## src/hdl/sat_pkg.sv

```systemverilog
// Shared types and constants for the shell argument tokenizer.
`default_nettype none

package sat_pkg;

    typedef enum logic [1:0] {
        KIND_DATA    = 2'd0,
        KIND_ARG_END = 2'd1,
        KIND_DONE    = 2'd2,
        KIND_ERROR   = 2'd3
    } kind_t;

    typedef enum logic [1:0] {
        ERR_NONE         = 2'd0,
        ERR_EMPTY_LINE   = 2'd1,
        ERR_OPEN_DOUBLE  = 2'd2,
        ERR_OPEN_SINGLE  = 2'd3
    } err_t;

    typedef enum logic [1:0] {
        QM_NONE   = 2'd0,
        QM_DOUBLE = 2'd1,
        QM_SINGLE = 2'd2,
        QM_SPARE  = 2'd3
    } qmode_t;

    localparam logic [7:0] CH_NUL = 8'h00;
    localparam logic [7:0] CH_BSL = 8'h5C;
    localparam logic [7:0] CH_DQ  = 8'h22;
    localparam logic [7:0] CH_SQ  = 8'h27;

    localparam int CFG_IDX_W = 3;

    localparam logic [CFG_IDX_W-1:0] REG_SEP_COUNT = 3'd0;
    localparam logic [CFG_IDX_W-1:0] REG_SEP_A     = 3'd1;
    localparam logic [CFG_IDX_W-1:0] REG_SEP_B     = 3'd2;
    localparam logic [CFG_IDX_W-1:0] REG_SEP_C     = 3'd3;
    localparam logic [CFG_IDX_W-1:0] REG_SEP_D     = 3'd4;

    localparam logic [2:0] RST_SEP_COUNT = 3'd3;
    localparam logic [7:0] RST_SEP_A     = 8'd32;
    localparam logic [7:0] RST_SEP_B     = 8'd9;
    localparam logic [7:0] RST_SEP_C     = 8'd10;
    localparam logic [7:0] RST_SEP_D     = 8'd0;

    typedef struct packed {
        logic [2:0]      sep_count;
        logic [3:0][7:0] sep;
    } cfg_t;

endpackage

`default_nettype wire

```

## src/hdl/shell_argument_tokenizer.sv

```systemverilog
// Top level of the shell argument tokenizer: configuration and stream ports.
// Usage:
// Line bytes arrive one per beat on the s_ channel; byte 0 ends the line.
// Each beat yields zero, one or two result beats on the m_ channel: data
// bytes, argument ends, and at end of line either a done beat with the
// argument and byte counts or an error beat. m_tlast marks the final
// result caused by an input beat, m_tuser carries the result kind.
// An input beat is decoded in the cycle it is accepted and its results
// are registered in the result queue before they reach m_. Throughput is
// one byte per cycle while s_tready is high; a beat that yields two results
// holds s_tready low while the three-entry queue, the only limit, drains.
// When the receiver stalls, results collect in the queue and s_tready
// drops as soon as fewer than two entries are free.
// Reset empties the queue, clears the line state and loads the default
// separators (space, tab, newline). The user must write registers through
// the cfg_ port only while the block is idle; the block does not enforce it.
`default_nettype none

module shell_argument_tokenizer #(
    parameter  int MAX_LINE = 4096,
    localparam int COL_W    = $clog2(MAX_LINE + 1),
    localparam int BYTE_W   = $clog2(2 * MAX_LINE + 1),
    localparam int FIELD_W  = 8 + 2 + COL_W + COL_W + BYTE_W,
    localparam int TDATA_W  = ((FIELD_W + 7) / 8) * 8
) (
    input  wire logic                          aclk,
    input  wire logic                          aresetn,
    input  wire logic                          cfg_wen,
    input  wire logic [sat_pkg::CFG_IDX_W-1:0] cfg_index,
    input  wire logic [7:0]                    cfg_wdata,
    input  wire logic                          s_tvalid,
    output logic                               s_tready,
    input  wire logic [7:0]                    s_tdata,   // character
    output logic                               m_tvalid,
    input  wire logic                          m_tready,
    // out_byte, fault_code, error_column, argument_total, byte_total, zero fill
    output logic [TDATA_W-1:0]                 m_tdata,
    output logic [1:0]                         m_tuser,   // kind
    output logic                               m_tlast
);

    import sat_pkg::*;

    localparam int RES_W = FIELD_W + 3;

    cfg_t             cfg_reg;
    logic             in_fire;
    logic [1:0]       res_count;
    logic [RES_W-1:0] res0;
    logic [RES_W-1:0] res1;
    logic [RES_W-1:0] head;

    always_ff @(posedge aclk) begin
        if (!aresetn) begin
            cfg_reg.sep_count <= RST_SEP_COUNT;
            cfg_reg.sep[0]    <= RST_SEP_A;
            cfg_reg.sep[1]    <= RST_SEP_B;
            cfg_reg.sep[2]    <= RST_SEP_C;
            cfg_reg.sep[3]    <= RST_SEP_D;
        end else if (cfg_wen) begin
            case (cfg_index)
                REG_SEP_COUNT: cfg_reg.sep_count <= cfg_wdata[2:0];
                REG_SEP_A:     cfg_reg.sep[0]    <= cfg_wdata;
                REG_SEP_B:     cfg_reg.sep[1]    <= cfg_wdata;
                REG_SEP_C:     cfg_reg.sep[2]    <= cfg_wdata;
                REG_SEP_D:     cfg_reg.sep[3]    <= cfg_wdata;
                default: ;
            endcase
        end
    end

    assign in_fire = s_tvalid && s_tready;

    sat_core #(
        .MAX_LINE (MAX_LINE)
    ) u_core (
        .aclk      (aclk),
        .aresetn   (aresetn),
        .in_fire   (in_fire),
        .in_char   (s_tdata),
        .cfg       (cfg_reg),
        .res_count (res_count),
        .res0      (res0),
        .res1      (res1)
    );

    sat_result_queue #(
        .WIDTH (RES_W)
    ) u_queue (
        .aclk       (aclk),
        .aresetn    (aresetn),
        .push_count (res_count),
        .push0      (res0),
        .push1      (res1),
        .can_push   (s_tready),
        .out_valid  (m_tvalid),
        .out_ready  (m_tready),
        .out_head   (head)
    );

    assign m_tlast = head[0];
    assign m_tuser = head[2:1];
    assign m_tdata = TDATA_W'(head[RES_W-1:3]);

endmodule

`default_nettype wire

```

## src/hdl/sat_result_queue.sv

```systemverilog
// Three-entry result queue that takes up to two results per cycle.
`default_nettype none

module sat_result_queue #(
    parameter int WIDTH = 8
) (
    input  wire logic             aclk,
    input  wire logic             aresetn,
    input  wire logic [1:0]       push_count,
    input  wire logic [WIDTH-1:0] push0,
    input  wire logic [WIDTH-1:0] push1,
    output logic                  can_push,
    output logic                  out_valid,
    input  wire logic             out_ready,
    output logic [WIDTH-1:0]      out_head
);

    logic [WIDTH-1:0] q_reg [3];
    logic [WIDTH-1:0] q_next [3];
    logic [1:0]       count_reg;
    logic [1:0]       count_next;
    logic [1:0]       count_pop;
    logic             pop;

    assign out_valid = (count_reg != 2'd0);
    assign out_head  = q_reg[0];
    // Room for two results is judged from the registered count alone.
    assign can_push  = (count_reg <= 2'd1);
    assign pop       = out_valid && out_ready;
    assign count_pop = count_reg - {1'b0, pop};

    always_comb begin
        for (int i = 0; i < 3; i++) begin
            if (pop && i < 2) begin
                q_next[i] = q_reg[i + 1];
            end else begin
                q_next[i] = q_reg[i];
            end
            if (push_count != 2'd0 && 2'(i) == count_pop) begin
                q_next[i] = push0;
            end
            if (push_count == 2'd2 && 2'(i) == count_pop + 2'd1) begin
                q_next[i] = push1;
            end
        end
        count_next = count_pop + push_count;
    end

    always_ff @(posedge aclk) begin
        if (!aresetn) begin
            count_reg <= 2'd0;
        end else begin
            count_reg <= count_next;
        end
    end

    always_ff @(posedge aclk) begin
        for (int i = 0; i < 3; i++) begin
            q_reg[i] <= q_next[i];
        end
    end

    a_count_bound: assert property (@(posedge aclk) disable iff (!aresetn)
        count_reg != 2'd3 || !(push_count != 2'd0 && !pop))
        else $error("result queue overflow");
    a_push_room: assert property (@(posedge aclk) disable iff (!aresetn)
        push_count != 2'd0 |-> count_reg <= 2'd1)
        else $error("results pushed without room");
    a_push_count: assert property (@(posedge aclk) disable iff (!aresetn)
        push_count != 2'd3)
        else $error("more than two results from one beat");

endmodule

`default_nettype wire

```

## src/hdl/sat_core.sv

```systemverilog
// Tokenizer state and the per-byte decision logic.
`default_nettype none

module sat_core #(
    parameter  int MAX_LINE = 4096,
    localparam int COL_W    = $clog2(MAX_LINE + 1),
    localparam int BYTE_W   = $clog2(2 * MAX_LINE + 1),
    localparam int FIELD_W  = 8 + 2 + COL_W + COL_W + BYTE_W,
    localparam int RES_W    = FIELD_W + 3
) (
    input  wire logic             aclk,
    input  wire logic             aresetn,
    input  wire logic             in_fire,
    input  wire logic [7:0]       in_char,
    input  wire sat_pkg::cfg_t    cfg,
    output logic [1:0]            res_count,
    output logic [RES_W-1:0]      res0,
    output logic [RES_W-1:0]      res1
);

    import sat_pkg::*;

    localparam logic [COL_W-1:0]  COL_CAP  = COL_W'(MAX_LINE);
    localparam logic [BYTE_W-1:0] BYTE_CAP = BYTE_W'(2 * MAX_LINE);

    logic              in_arg_reg, in_arg_next;
    qmode_t            qm_reg, qm_next;
    logic              pb_reg, pb_next;
    logic [COL_W-1:0]  col_reg, col_next;
    logic [COL_W-1:0]  qcol_reg, qcol_next;
    logic [COL_W-1:0]  argc_reg, argc_next;
    logic [BYTE_W-1:0] bytec_reg, bytec_next;

    logic              first;
    logic              is_sep;
    logic              start;
    logic              end_req;
    logic              emit_bsl;
    logic              emit_c;
    logic              arg_end;
    logic              fin;
    logic              done;
    kind_t             fin_kind;
    err_t              fin_code;
    logic [COL_W-1:0]  fin_col;
    logic [1:0]        bumps;
    logic [BYTE_W:0]   byte_sum;
    logic [BYTE_W-1:0] bytec_sat;
    logic [RES_W-1:0]  r_bsl, r_char, r_end, r_fin;

    function automatic logic [RES_W-1:0] pack_res(
        input kind_t             kind,
        input logic [7:0]        b,
        input err_t              code,
        input logic [COL_W-1:0]  col,
        input logic [COL_W-1:0]  args,
        input logic [BYTE_W-1:0] bytes,
        input logic              last
    );
        return {bytes, args, col, code, b, kind, last};
    endfunction

    // Byte 0 always splits; the registers beyond the configured count are ignored.
    always_comb begin
        is_sep = (in_char == CH_NUL);
        if (cfg.sep_count >= 3'd1 && in_char == cfg.sep[0]) is_sep = 1'b1;
        if (cfg.sep_count >= 3'd2 && in_char == cfg.sep[1]) is_sep = 1'b1;
        if (cfg.sep_count >= 3'd3 && in_char == cfg.sep[2]) is_sep = 1'b1;
        if (cfg.sep_count >= 3'd4 && in_char == cfg.sep[3]) is_sep = 1'b1;
    end

    always_comb begin
        first    = (col_reg == '0);
        col_next = (col_reg < COL_CAP) ? col_reg + 1'b1 : col_reg;
        qm_next  = qm_reg;
        pb_next  = pb_reg;
        qcol_next = qcol_reg;
        start    = 1'b0;
        end_req  = 1'b0;
        emit_bsl = 1'b0;
        emit_c   = 1'b0;
        fin      = 1'b0;
        done     = 1'b0;
        fin_kind = KIND_ERROR;
        fin_code = ERR_NONE;
        fin_col  = '0;
        case (qm_reg)
            QM_DOUBLE: begin
                if (pb_reg) begin
                    pb_next = 1'b0;
                    if (in_char == CH_DQ) begin
                        emit_c = 1'b1;
                    end else if (in_char == CH_NUL) begin
                        fin      = 1'b1;
                        fin_code = ERR_OPEN_DOUBLE;
                        fin_col  = qcol_reg;
                    end else begin
                        emit_bsl = 1'b1;
                        emit_c   = 1'b1;
                    end
                end else if (in_char == CH_DQ) begin
                    qm_next = QM_NONE;
                end else if (in_char == CH_NUL) begin
                    fin      = 1'b1;
                    fin_code = ERR_OPEN_DOUBLE;
                    fin_col  = qcol_reg;
                end else if (in_char == CH_BSL) begin
                    pb_next = 1'b1;
                end else begin
                    emit_c = 1'b1;
                end
            end
            QM_SINGLE: begin
                if (in_char == CH_SQ) begin
                    qm_next = QM_NONE;
                end else if (in_char == CH_NUL) begin
                    fin      = 1'b1;
                    fin_code = ERR_OPEN_SINGLE;
                    fin_col  = qcol_reg;
                end else begin
                    emit_c = 1'b1;
                end
            end
            default: begin
                if (pb_reg) begin
                    pb_next = 1'b0;
                    if (in_char == CH_NUL) begin
                        end_req = 1'b1;
                        done    = 1'b1;
                    end else if (in_char == CH_DQ || in_char == CH_SQ || is_sep) begin
                        emit_c = 1'b1;
                    end else begin
                        emit_bsl = 1'b1;
                        emit_c   = 1'b1;
                    end
                end else if (is_sep) begin
                    end_req = 1'b1;
                    done    = (in_char == CH_NUL);
                end else begin
                    start = 1'b1;
                    if (in_char == CH_BSL) begin
                        pb_next = 1'b1;
                    end else if (in_char == CH_DQ) begin
                        qm_next   = QM_DOUBLE;
                        qcol_next = col_next;
                    end else if (in_char == CH_SQ) begin
                        qm_next   = QM_SINGLE;
                        qcol_next = col_next;
                    end else begin
                        emit_c = 1'b1;
                    end
                end
                if (done) begin
                    fin = 1'b1;
                    if (first) begin
                        fin_code = ERR_EMPTY_LINE;
                    end else begin
                        fin_kind = KIND_DONE;
                    end
                end
            end
        endcase
    end

    always_comb begin
        arg_end     = end_req && in_arg_reg;
        in_arg_next = start ? 1'b1 : (end_req ? 1'b0 : in_arg_reg);
        argc_next   = (start && !in_arg_reg && argc_reg < COL_CAP) ? argc_reg + 1'b1
                                                                    : argc_reg;
        bumps       = 2'({1'b0, emit_bsl} + {1'b0, emit_c} + {1'b0, arg_end});
        byte_sum    = {1'b0, bytec_reg} + (BYTE_W + 1)'(bumps);
        bytec_sat   = (byte_sum > {1'b0, BYTE_CAP}) ? BYTE_CAP : byte_sum[BYTE_W-1:0];
        bytec_next  = bytec_sat;

        r_bsl  = pack_res(KIND_DATA, CH_BSL, ERR_NONE, '0, '0, '0, 1'b0);
        r_char = pack_res(KIND_DATA, in_char, ERR_NONE, '0, '0, '0, 1'b1);
        r_end  = pack_res(KIND_ARG_END, 8'd0, ERR_NONE, '0, '0, '0, !fin);
        if (fin_kind == KIND_DONE) begin
            r_fin = pack_res(KIND_DONE, 8'd0, ERR_NONE, '0, argc_reg, bytec_sat, 1'b1);
        end else begin
            r_fin = pack_res(KIND_ERROR, 8'd0, fin_code, fin_col, '0, '0, 1'b1);
        end

        res0      = r_fin;
        res1      = r_fin;
        res_count = 2'd0;
        if (emit_bsl) begin
            res0      = r_bsl;
            res1      = r_char;
            res_count = 2'd2;
        end else if (emit_c) begin
            res0      = r_char;
            res_count = 2'd1;
        end else if (arg_end) begin
            res0      = r_end;
            res_count = fin ? 2'd2 : 2'd1;
        end else if (fin) begin
            res_count = 2'd1;
        end
        if (!in_fire) begin
            res_count = 2'd0;
        end
    end

    always_ff @(posedge aclk) begin
        if (!aresetn) begin
            in_arg_reg <= 1'b0;
            qm_reg     <= QM_NONE;
            pb_reg     <= 1'b0;
            col_reg    <= '0;
            qcol_reg   <= '0;
            argc_reg   <= '0;
            bytec_reg  <= '0;
        end else if (in_fire) begin
            if (fin) begin
                // End of line or error: the whole line context starts afresh.
                in_arg_reg <= 1'b0;
                qm_reg     <= QM_NONE;
                pb_reg     <= 1'b0;
                col_reg    <= '0;
                qcol_reg   <= '0;
                argc_reg   <= '0;
                bytec_reg  <= '0;
            end else begin
                in_arg_reg <= in_arg_next;
                qm_reg     <= qm_next;
                pb_reg     <= pb_next;
                col_reg    <= col_next;
                qcol_reg   <= qcol_next;
                argc_reg   <= argc_next;
                bytec_reg  <= bytec_next;
            end
        end
    end

    a_line_clear: assert property (@(posedge aclk) disable iff (!aresetn)
        in_fire && fin |=> col_reg == '0 && argc_reg == '0 && bytec_reg == '0)
        else $error("line state not cleared after final result");
    a_quote_in_arg: assert property (@(posedge aclk) disable iff (!aresetn)
        qm_reg != QM_NONE |-> in_arg_reg)
        else $error("quote open outside an argument");
    a_no_bsl_single: assert property (@(posedge aclk) disable iff (!aresetn)
        pb_reg |-> qm_reg != QM_SINGLE)
        else $error("pending backslash inside single quotes");

endmodule

`default_nettype wire
```

## config.mk

```make
export PLATFORM = sky130hd
export DESIGN_NAME = shell_argument_tokenizer
export DESIGN_NICKNAME = d
export VERILOG_FILES = /design/src/hdl/sat_pkg.sv /design/src/hdl/shell_argument_tokenizer.sv /design/src/hdl/sat_result_queue.sv /design/src/hdl/sat_core.sv
export SDC_FILE = /design/constraint.sdc
export NUM_CORES = 1
export LEC_CHECK = 0
export BUFFER_PORTS_ARGS = -buffer_cell sky130_fd_sc_hd__clkbuf_2
export CAP_MARGIN = 30
export CELL_PAD_IN_SITES_DETAIL_PLACEMENT = 1
export CELL_PAD_IN_SITES_GLOBAL_PLACEMENT = 2
export CORE_ASPECT_RATIO = 0.7
export CORE_UTILIZATION = 40
export CTS_CLUSTER_SIZE = 12
export DETAILED_ROUTE_END_ITERATION = 16
export PLACE_DENSITY_LB_ADDON = 0.1
export SYNTH_ARGS = -nofsm -noshare
export SYNTH_HDL_FRONTEND = slang
export SYNTH_HIERARCHICAL = 1
export SYNTH_SLANG_ARGS = --single-unit
```

## constraint.sdc

```tcl
create_clock -name aclk -period 12.15 [get_ports aclk]
set_input_delay 2.43 -clock aclk [delete_from_list [all_inputs] [get_ports aclk]]
set_output_delay 2.43 -clock aclk [all_outputs]
set_load 0.03 [all_outputs]
```

==> out/qor.yml, run 1 <==
status: "finished, final reports clean"
num_vias: 11300
dieHeight_um: 161
finalWorstSetupSlack_ps: 4480
routabilityCongestion: 0.815
antenna_found_initial: 1
antenna_cells: 0
core-area_um2: 35100
finalCriticalPeriod_ps: 7670
drc: 0
critical_path_arrival_ps: 7970
worst_pin_slew_ps: 1010
r2r_slack_ps: 6240
drtPass1Iterations: 5
clk_latency_ps: 560
ys_types: 71
cts_root_buf: "clkbuf_16"
die-area_um2: 36900
grt_max_degree: 99
peakVddDrop_mv: 0.202
ant_nets: 0
clk_path_buf_depth: 3
dp_slack_ps: 4000
grt_usage_pct: 23.9
crit_type: "primary input to register"
portBuffers: 78
ys_seq_elements: 253
syn2layout_area_growth_pct: 7.97
synthFlopType: "edfxtp_1"
drtIter0Drc: 807
synth_edf_count: 159
ys_warn_count: 6
ys_seq_area_share_pct: 46.1
setup_viol: 0
die_x_um: 229
cts.sinks: 253
start_kind: "primary input"
layout-drive-gt1-share_pct: 15.1
cts.repair.resized: 0
finalSetupTns_ps: 0
rows: 57
wl_per_cell_um: 23.6
htreeDepth: 1
cap_viol_max_count: 0
period_share_pct: 63.1
cp.required_ps: 12450
synthCells: 1441
leakage_nw: 5.74
slew_violations: 0
max-slew-margin-rel_pct: 32.9
hold_viol_final: 0
hp-class: "register to register"
grt_pass1_wl_mm: 69.2
hpwl_mm: 27.5
largest_register_ff_count: 159
power_per_cell_area_nw_per_um2: 208
ctsHoldBuffers: 0
async_flop_share_pct: 0
overflow: 0
fin_area_um2: 15600
place_area_um2: 14700
cts_tree: "built"
end_kind: "register"
routed_wl_mm: 44.6
drt-vias-per-instance: 5.99
cp_max_fo: 25
clock-skew-final_ps: 15.9
rsz0062_at_grt: "false"
initial_core_util_pct: 41.2
synth.avg_cell_area_um2: 10.0
ios: 85
numCtsBuffers: 27
clk_pin_slew_ps: 60
max_freq_mhz: 130
netlist_area_um2: 14400
post_cts_buffers: 0
nets: 1431
grt_pass1_vias: 11400
==> layout by cell type (no fill, tap or decap), types with 23 or more instances in the layout <==
master     synthesis  layout
a221o_1           53      53
a31oi_1           60      60
and2_1            68      68
and3_1            63      63
buf_4             61      23
clkbuf_16          0      27
clkbuf_2           0      79
dfxtp_1           94      94
edfxtp_1         159     159
mux2_2            45      45
mux2i_1           40      40
nand2_1           97      96
nand3_1           30      30
nand4b_1          56      56
nor2_1            55      54
nor2b_1           30      30
nor3_1            78      77
o21ai_0           86      85
xnor2_1           33      32
==> power by group <==
group          switching [mW]  leakage [nW]  internal, mW
sequential             0.0702          2.27          1.24
clock                   0.351         0.428         0.476
combinational           0.815          3.05         0.295
==> routing by layer <==
layer  global-route usage (%)  vias up  routed length, um
met3                     3.00       49               2190
met5                        0        -                  0
met4                     4.55        0                677
li1                         -     5223                  -
met1                     36.5     5743              22500
met2                     36.3      292              19300
==> Yosys cell counts, drive strengths merged (9+ instances only) <==
cell,count,area share (%)
and2,68,2.9
a31oi,60,2.6
o21ai,88,3.0
o31ai,10,0.52
mux2i,41,2.9
nor4,11,0.48
nand2,98,2.6
o21a,11,0.57
a21oi,22,0.87
xnor2,33,2.0
nand3,30,1.0
edfxtp,159,33
nor2,55,1.4
nand4,11,0.48
a221o,53,3.7
nor2b,30,1.3
buf,103,4.7
nand4b,56,3.4
xor2,23,1.4
dfxtp,94,13
or4,9,0.52
and3,63,2.7
inv,20,0.52
mux2,53,4.1
nor3,78,2.7
clkbuf,79,2.1
ha,9,0.78
==> worst max-delay path, cell delays in order <==
cell	delay [ps]
clkbuf_2	200
or4_4	600
nor3_1	400
a31oi_1	210
a31oi_1	300
nor4b_4	70
buf_4	230
fa_1	560
ha_1	210
fa_1	320
nand3_1	320
nor3_1	340
xnor2_1	170
and3_1	200
a31o_2	320
nand2_1	430
nor2_1	210
and3_1	190
a221o_1	250
==> through the flow <==
| step | power (mW) | cells | util (%) | hold WS (ps) |
|---|---|---|---|---|
| finish | 3.24 | 1888 | 44.4 | 469 |
| global route | 3.38 | 1888 | 44.4 | 499 |
| CTS | 3.26 | 1887 | 44.4 | 477 |
| detailed placement | 2.43 | 1838 | 42.0 | 468 |
| global placement | 2.42 | 1837 | 41.9 | 459 |
| floorplan | 2.18 | 1446 | - | 441 |
==> cell families after synthesis <==
| logic type | Yosys count | synth area share, % |
|---|---|---|
| mux | 94 | 7.00 |
| xor+xnor | 57 | 3.60 |
| other cells | 2 | 0.0520 |
| flops | 253 | 46.1 |
| fa+ha+maj | 11 | 1.06 |
| simple gates | 545 | 21.7 |
| compound gates | 277 | 13.2 |
| buf+inv | 202 | 7.29 |
==> area by class of cell <==
type,instances,area [um2]
fillers,3871,19500
inverters,20,75.1
well taps,472,591
repair buffers,103,583
clock inverters,4,45.0
flip-flops and latches,253,6660
clock buffers,45,818
multi-input cells,991,6830
==> final timing paths <==
kind / cells after the start / to / start
max reg2reg: 18 / u_queue/q_reg[0][47]$_DFFE_PP_ / cfg_reg[34]$_SDFFE_PN0P_
min: 2 / u_core/qcol_reg[5]$_SDFFE_PN0P_ / u_core/qcol_reg[5]$_SDFFE_PN0P_
min reg2reg: 2 / u_core/qcol_reg[5]$_SDFFE_PN0P_ / u_core/qcol_reg[5]$_SDFFE_PN0P_
max: 19 / u_queue/q_reg[0][47]$_DFFE_PP_ / s_tdata[7]
Power figures use the tool's default switching activity.
==> run 2: changes to the inputs <==
Settings changed: ABC_AREA set to 1, CORE_UTILIZATION 40 to 36.
Clock period 12.15 ns to 7.76 ns, I/O delays scaled along.
==> run 2 against run 1 <==
Compared with the run above: clock skew rose by 0.56 ps; core utilization fell by 4.6 points; worst setup slack got worse by 2700 ps; non-clock buffer count fell by 3; largest cell class is now flip-flops and latches; sequential cell count did not move; critical endpoint is now u_queue/q_reg[0][96]$_DFFE_PP_; routed wire length rose by 18%; global-route usage rose by 1.0 points; area after synthesis rose by 3.9%.
==> out/qor.yml, run 2 <==
status: "finished, final reports clean"
drc: 0  # unchanged
period_share_pct: 77.5
ys_warn_count: 6  # unchanged
synthTopCellsByArea: "edfxtp_1 32%, nand3_1 14%, dfxtp_1 13%"
numCtsBuffers: 30  # +11%
combPwrFrac_pct: 37.3  # +3.1 points
routed_wl_mm: 52.8  # +18%
grt_pass1_vias: 13600  # +19%
ys_seq_area_share_pct: 44.4  # -1.7 points
async_flop_share_pct: 0  # unchanged
wl_per_cell_um: 20.6  # -13%
start_kind: "primary input"
post-route-util_pct: 39.8  # -4.6 points
cts.repair.resized: 0  # unchanged
hpwl_mm: 33.9  # +23%
clockPowerShare_pct: 25.2  # -0.3 points
whs_ps: 484  # +15.0 ps
slowest_stage: "fa_1"
switching_share_pct: 42.0  # +3.9 points
hp-class: "register to register"
num-fill-cells: 5063  # +31%
clk_path_buf_depth: 3  # unchanged
hold_path_depth: 2  # unchanged
worst_path_most_repeated_cell: "nand2_1"
cap_viol_max_count: 0  # unchanged
cp.required_ps: 8100  # -4350 ps
crit_type: "primary input to register"
portBuffers: 78  # unchanged
end_kind: "register"
htreeDepth: 1  # unchanged
num_vias: 13500  # +19%
finalWorstSetupSlack_ps: 1740  # -2740 ps
core-area_um2: 41000  # +17%
clock-skew-final_ps: 16.4  # +0.559 ps
synthTopCellsByCount: "425 x nand3_1, 392 x nand2_1, 234 x inv_1"
ys_seq_elements: 253  # unchanged
synthCells: 2035  # +41%
dp_slack_ps: 1250  # -2740 ps
reg2reg_from: "cfg_reg[34]$_SDFFE_PN0P_"
drtIter0Drc: 981  # +22%
cts_root_buf: "clkbuf_16"
grt_pass1_wl_mm: 82.2  # +19%
slowest_delay_ps: 570  # -30 ps
clk_pin_slew_ps: 70  # about the same
die_x_um: 246  # +7.4%
finalSetupTns_ps: 0  # unchanged
reg2reg_depth: 27  # +9
antenna_found_initial: 1  # unchanged
largest_register_ff_count: 159  # unchanged
cts_tree: "built"
cts.sinks: 253  # unchanged
leakage_nw: 7.04  # +23%
clk_latency_ps: 580  # +20 ps
synth.most_common_cell: "nand3_1"
ys_types: 41  # -42%
final_common_cell: "nand3_1"
layout.cells.most_common_list: "423 x nand3_1, 385 x nand2_1, 234 x inv_1, 232 x nor2_1, 159 x edfxtp_1"
slew_violations: 0  # unchanged
overflow: 0  # unchanged
synth_edf_count: 159  # unchanged
grt_usage_pct: 25.0  # +1.0 points
critical_path_arrival_ps: 6350  # -1620 ps
post_cts_buffers: 0  # unchanged
hold_viol_final: 0  # unchanged
drtPass1Iterations: 7  # +2
cp_max_fo: 24  # -4.0%
synthFlopType: "edfxtp_1"
synth.avg_cell_area_um2: 7.38  # -26%
power.internal_mw: 3.32  # +65%
seqPwrFrac_pct: 37.5  # -2.8 points
power_per_cell_area_nw_per_um2: 350  # +68%
drt-vias-per-instance: 5.26  # -12%
r2r_slack_ps: 2500  # -3740 ps
initial_core_util_pct: 36.6  # -4.6 points
routabilityCongestion: 0.821  # +0.72%
rows: 62  # +8.8%
ios: 85  # unchanged
yosysTopAreaCellShare_pct: 31.8  # -1.2 points
yosys.area.top_type: "edfxtp_1"
setup_viol: 0  # unchanged
ctsHoldBuffers: 0  # unchanged
peakVddDrop_mv: 0.281  # +39%
worst_pin_slew_ps: 1020  # +13.1 ps
netlist_area_um2: 15000  # +3.9%
p_switching_mw: 2.40  # +94%
grt_max_degree: 68  # -31%
layout-drive-gt1-share_pct: 10.7  # -4.4 points
max_freq_mhz: 166
worstHoldStart: "u_core/bytec_reg[3]$_SDFFE_PN0P_"
die-area_um2: 42500  # +15%
finalCriticalPeriod_ps: 6020
syn2layout_area_growth_pct: 8.89
ant_nets: 0  # unchanged
nets: 2036  # +42%
min_to: "u_core/bytec_reg[3]$_SDFFE_PN0P_"
antenna_cells: 0  # unchanged
max-slew-margin-rel_pct: 31.9  # -0.95 points
r2r_end: "u_queue/q_reg[0][96]$_DFFE_PP_"
dieHeight_um: 173  # +7.4%
rsz0062_at_grt: "false"
==> run 2: cell count changes in the layout (fill, tap and decap cells not counted), moves of 48 or more <==
cell,delta
nand2_1,+289
a31oi_1,-59
and2_1,-68
nor3_1,-48
nand3_1,+393
a21oi_1,+98
nand4b_1,-56
and3_1,-62
nor2_1,+178
inv_1,+215
a221o_1,-53
==> run 2: how the worst max path moves through the flow <==
stage,slack [ps],end,start
5_1_grt,1260,u_queue/q_reg[0][95]$_DFFE_PP_,s_tdata[7]
3_5_place_dp,1250,u_queue/q_reg[0][96]$_DFFE_PP_,s_tdata[7]
6_report,1740,u_queue/q_reg[0][96]$_DFFE_PP_,s_tdata[1]
4_1_cts,1810,u_queue/q_reg[0][96]$_DFFE_PP_,s_tdata[7]
2_1_floorplan,1930,u_queue/q_reg[0][0]$_DFFE_PP_,s_tdata[2]
3_3_place_gp,1360,u_queue/q_reg[0][96]$_DFFE_PP_,s_tdata[1]
==> run 2: kinds of logic after synthesis <==
logic type	Yosys count	share of synthesized area, %
XOR/XNOR	37	2.16
AND/OR/NAND/NOR	1141	33.9
adder cells (fa/ha/maj)	11	1.02
flip-flops	253	44.4
buffers and inverters	423	12.8
AO/OA/AOI/OAI	168	5.67
other	2	0.0500
==> run 2: final cells by class <==
| type | instances | area (um2) | area share (%) |
|---|---|---|---|
| sequential | 253 | 6660 | 40.7 |
| multi-input combinational | 1364 | 6490 | 39.7 |
| inverter | 252 | 948 | 5.80 |
| clock buffer | 39 | 850 | 5.20 |
| tap | 544 | 681 | 4.17 |
| timing repair buffer | 100 | 593 | 3.63 |
| clock inverter | 15 | 124 | 0.758 |
==> run 2: critical path: cells and delay by family <==
family | cells | cell delay (ps)
buffers and inverters | 5 | 840
and+or+nand+nor | 18 | 2640
AOI/OAI and AO/OA | 1 | 330
adders and majority gates | 3 | 990
==> run 2: through the flow <==
step / area (um2) / power, mW / cells
3_3_place_gp: 15400 / 4.27 / 2513
3_5_place_dp: 15400 / 4.30 / 2513
5_1_grt: 16300 / 6.01 / 2567
2_1_floorplan: 15000 / 3.71 / 2040
6_report: 16300 / 5.71 / 2567
4_1_cts: 16300 / 5.76 / 2567
==> run 2: layer usage <==
layer	GRT usage, %	up-vias	share of wire [%]
met5	0	-	0
met4	4.37	0	1.5
met3	3.45	53	4.8
met2	34.9	304	40
met1	40.2	6644	53
li1	-	6504	-
==> run 2: power groups by stage <==
stage / clock network (mW) / registers, mW / logic (mW)
final: 1.44 / 2.14 / 2.13
after global placement: 0 / 2.16 / 2.11
after detailed placement: 0 / 2.17 / 2.13
after floorplan: 0 / 2.14 / 1.57
after global routing: 1.52 / 2.18 / 2.30
after CTS: 1.47 / 2.15 / 2.14
==> run 3: changes to the inputs <==
Settings changed: CORE_UTILIZATION 36 to 33.
Clock period 7.76 ns to 5.16 ns, I/O delays scaled along.
==> run 3 against run 2 <==
Compared with the run above: worst setup slack worse by 1300 ps; combinational power up 54%; worst hold slack better by 1.3 ps; sequential power up 50%; core utilization down 1.6 points; die area up 9.0%.
==> out/qor.yml, run 3 (synthesis gave the netlist of run 2 again) <==
clk_pin_slew_ps: 60  # about the same
syn2layout_area_growth_pct: 12.8
grt_max_degree: 54  # -21%
r2r_slack_ps: 750  # -1750 ps
cts_tree: "built"
max-slew-margin-rel_pct: 32.7  # +0.73 points
r2r_end: "u_queue/q_reg[0][98]$_DFFE_PP_"
drtIter0Drc: 853  # -13%
whs_ps: 486  # +1.32 ps
slowest_stage: "fa_1"
cts_root_buf: "clkbuf_16"
hold_path_depth: 2  # unchanged
worst_pin_slew_ps: 1010  # -11.0 ps
final_common_cell: "nand3_1"
layout.cells.most_common_list: "423 x nand3_1, 386 x nand2_1, 234 x inv_1, 232 x nor2_1, 159 x edfxtp_1"
initial_core_util_pct: 33.9  # -2.7 points
startpoint: "s_tdata[7]"
routabilityCongestion: 0.810  # -1.3%
hpwl_mm: 34.8  # +2.5%
grt_pass1_wl_mm: 82.5  # +0.28%
worst_path_most_repeated_cell: "nand3_1"
combPwrFrac_pct: 38.5  # +1.2 points
fin_area_um2: 16900  # +3.6%
start_kind: "primary input"
num_vias: 13500  # -0.11%
dp_slack_ps: -189  # -1440 ps
finalCriticalPeriod_ps: 4670
power.internal_mw: 4.91  # +48%
clk_path_buf_depth: 3  # unchanged
core-area_um2: 44300  # +7.9%
numCtsBuffers: 30  # unchanged
hold_viol_final: 0  # unchanged
drtPass1Iterations: 4  # -3
portBuffers: 78  # unchanged
ant_nets: 0  # unchanged
max_freq_mhz: 214
overflow: 0  # unchanged
cp_max_fo: 14  # -42%
status: "finished, final reports clean"
routed_wl_mm: 52.4  # -0.70%
wl_per_cell_um: 19.5  # -5.1%
clock-skew-final_ps: 29.7  # +13.3 ps
ctsHoldBuffers: 0  # unchanged
ios: 85  # unchanged
drc: 0  # unchanged
crit_type: "primary input to register"
nets: 2104  # +3.3%
p_switching_mw: 3.58  # +49%
clk_latency_ps: 600  # +20 ps
grt_pass1_vias: 13500  # -0.11%
slew_violations: 0  # unchanged
rows: 64  # +3.2%
grt_usage_pct: 22.6  # -2.4 points
cp.required_ps: 5610  # -2490 ps
clockPowerShare_pct: 23.7  # -1.5 points
htreeDepth: 1  # unchanged
leakage_nw: 7.35  # +4.4%
hp-class: "register to register"
slowest_delay_ps: 420  # -150 ps
switching_share_pct: 42.2  # +0.22 points
seqPwrFrac_pct: 37.8  # +0.3 points
dieHeight_um: 180  # +4.4%
finalWorstSetupSlack_ps: 485  # -1260 ps
peakVddDrop_mv: 0.309  # +10%
largest_register_ff_count: 159  # unchanged
reg2reg_from: "u_core/qm_reg[0]$_SDFFE_PN0P_"
antenna_found_initial: 0  # -1
cts.repair.resized: 0  # unchanged
power_per_cell_area_nw_per_um2: 502  # +43%
rsz0062_at_grt: "false"
finalSetupTns_ps: 0  # unchanged
cts.sinks: 253  # unchanged
layout-drive-gt1-share_pct: 13.4  # +2.8 points
cap_viol_max_count: 0  # unchanged
end_kind: "register"
die_x_um: 257  # +4.4%
die-area_um2: 46300  # +9.0%
endpoint: "u_queue/q_reg[0][98]$_DFFE_PP_"
reg2reg_depth: 26  # -3.7%
critical_path_arrival_ps: 5120  # -1230 ps
antenna_cells: 0  # unchanged
setup_viol: 0  # unchanged
drt-vias-per-instance: 5.02  # -4.5%
place_area_um2: 16000  # +4.3%
post_cts_buffers: 0  # unchanged
period_share_pct: 90.6
run 3: cell types whose count changed in the layout (fill, tap and decap cells not counted), sizes merged:
cell and delta:
buf +68, clkinvlp +1, inv +1, clkinv -2, clkbuf +2, bufinv -2
run 3: per-stage QoR:
step,utilization (%),cells,total power [mW]
2_1_floorplan,-,2040,5.57
3_3_place_gp,36.2,2630,6.48
3_5_place_dp,36.2,2631,6.53
4_1_cts,38.2,2685,8.57
5_1_grt,38.2,2685,8.96
6_report,38.2,2685,8.49
run 3: area by class of cell:
cell class / count / area [um2]
fill: 5457 / 27400
clock inverter: 13 / 83.8
inverter: 252 / 948
timing repair buffer: 168 / 1190
tap: 594 / 743
sequential: 253 / 6660
multi-input combinational: 1364 / 6490
clock buffer: 41 / 805
run 3: worst min path at each step:
stage	start	to
4_1_cts	u_core/bytec_reg[3]$_SDFFE_PN0P_	u_core/bytec_reg[3]$_SDFFE_PN0P_
3_5_place_dp	u_core/qcol_reg[11]$_SDFFE_PN0P_	u_core/qcol_reg[11]$_SDFFE_PN0P_
5_1_grt	u_core/bytec_reg[3]$_SDFFE_PN0P_	u_core/bytec_reg[3]$_SDFFE_PN0P_
6_report	u_core/bytec_reg[3]$_SDFFE_PN0P_	u_core/bytec_reg[3]$_SDFFE_PN0P_
3_3_place_gp	u_core/qcol_reg[8]$_SDFFE_PN0P_	u_core/qcol_reg[8]$_SDFFE_PN0P_
2_1_floorplan	u_core/qcol_reg[10]$_SDFFE_PN0P_	u_core/qcol_reg[10]$_SDFFE_PN0P_
run 3: power groups by stage:
stage	sequential, mW	combinational, mW	clock [mW]
finish	3.21	3.27	2.01
global route	3.27	3.54	2.15
CTS	3.22	3.28	2.07
detailed placement	3.26	3.27	0
global placement	3.24	3.24	0
floorplan	3.20	2.37	0
run 3: worst max-delay path: cells and delay by family:
kind,cells,cell delay (ps)
buffers and inverters,5,680
and+or+nand+nor,22,2320
adders and majority gates,3,1070
run 3: metal layers:
metal  GRT usage, %  share of wire, %  vias up
met4           3.74               1.5        0
met1           34.9                53     6563
met2           33.6                42      224
met5              0                 0        -
met3           2.78               3.7       47
li1               -                 -     6656
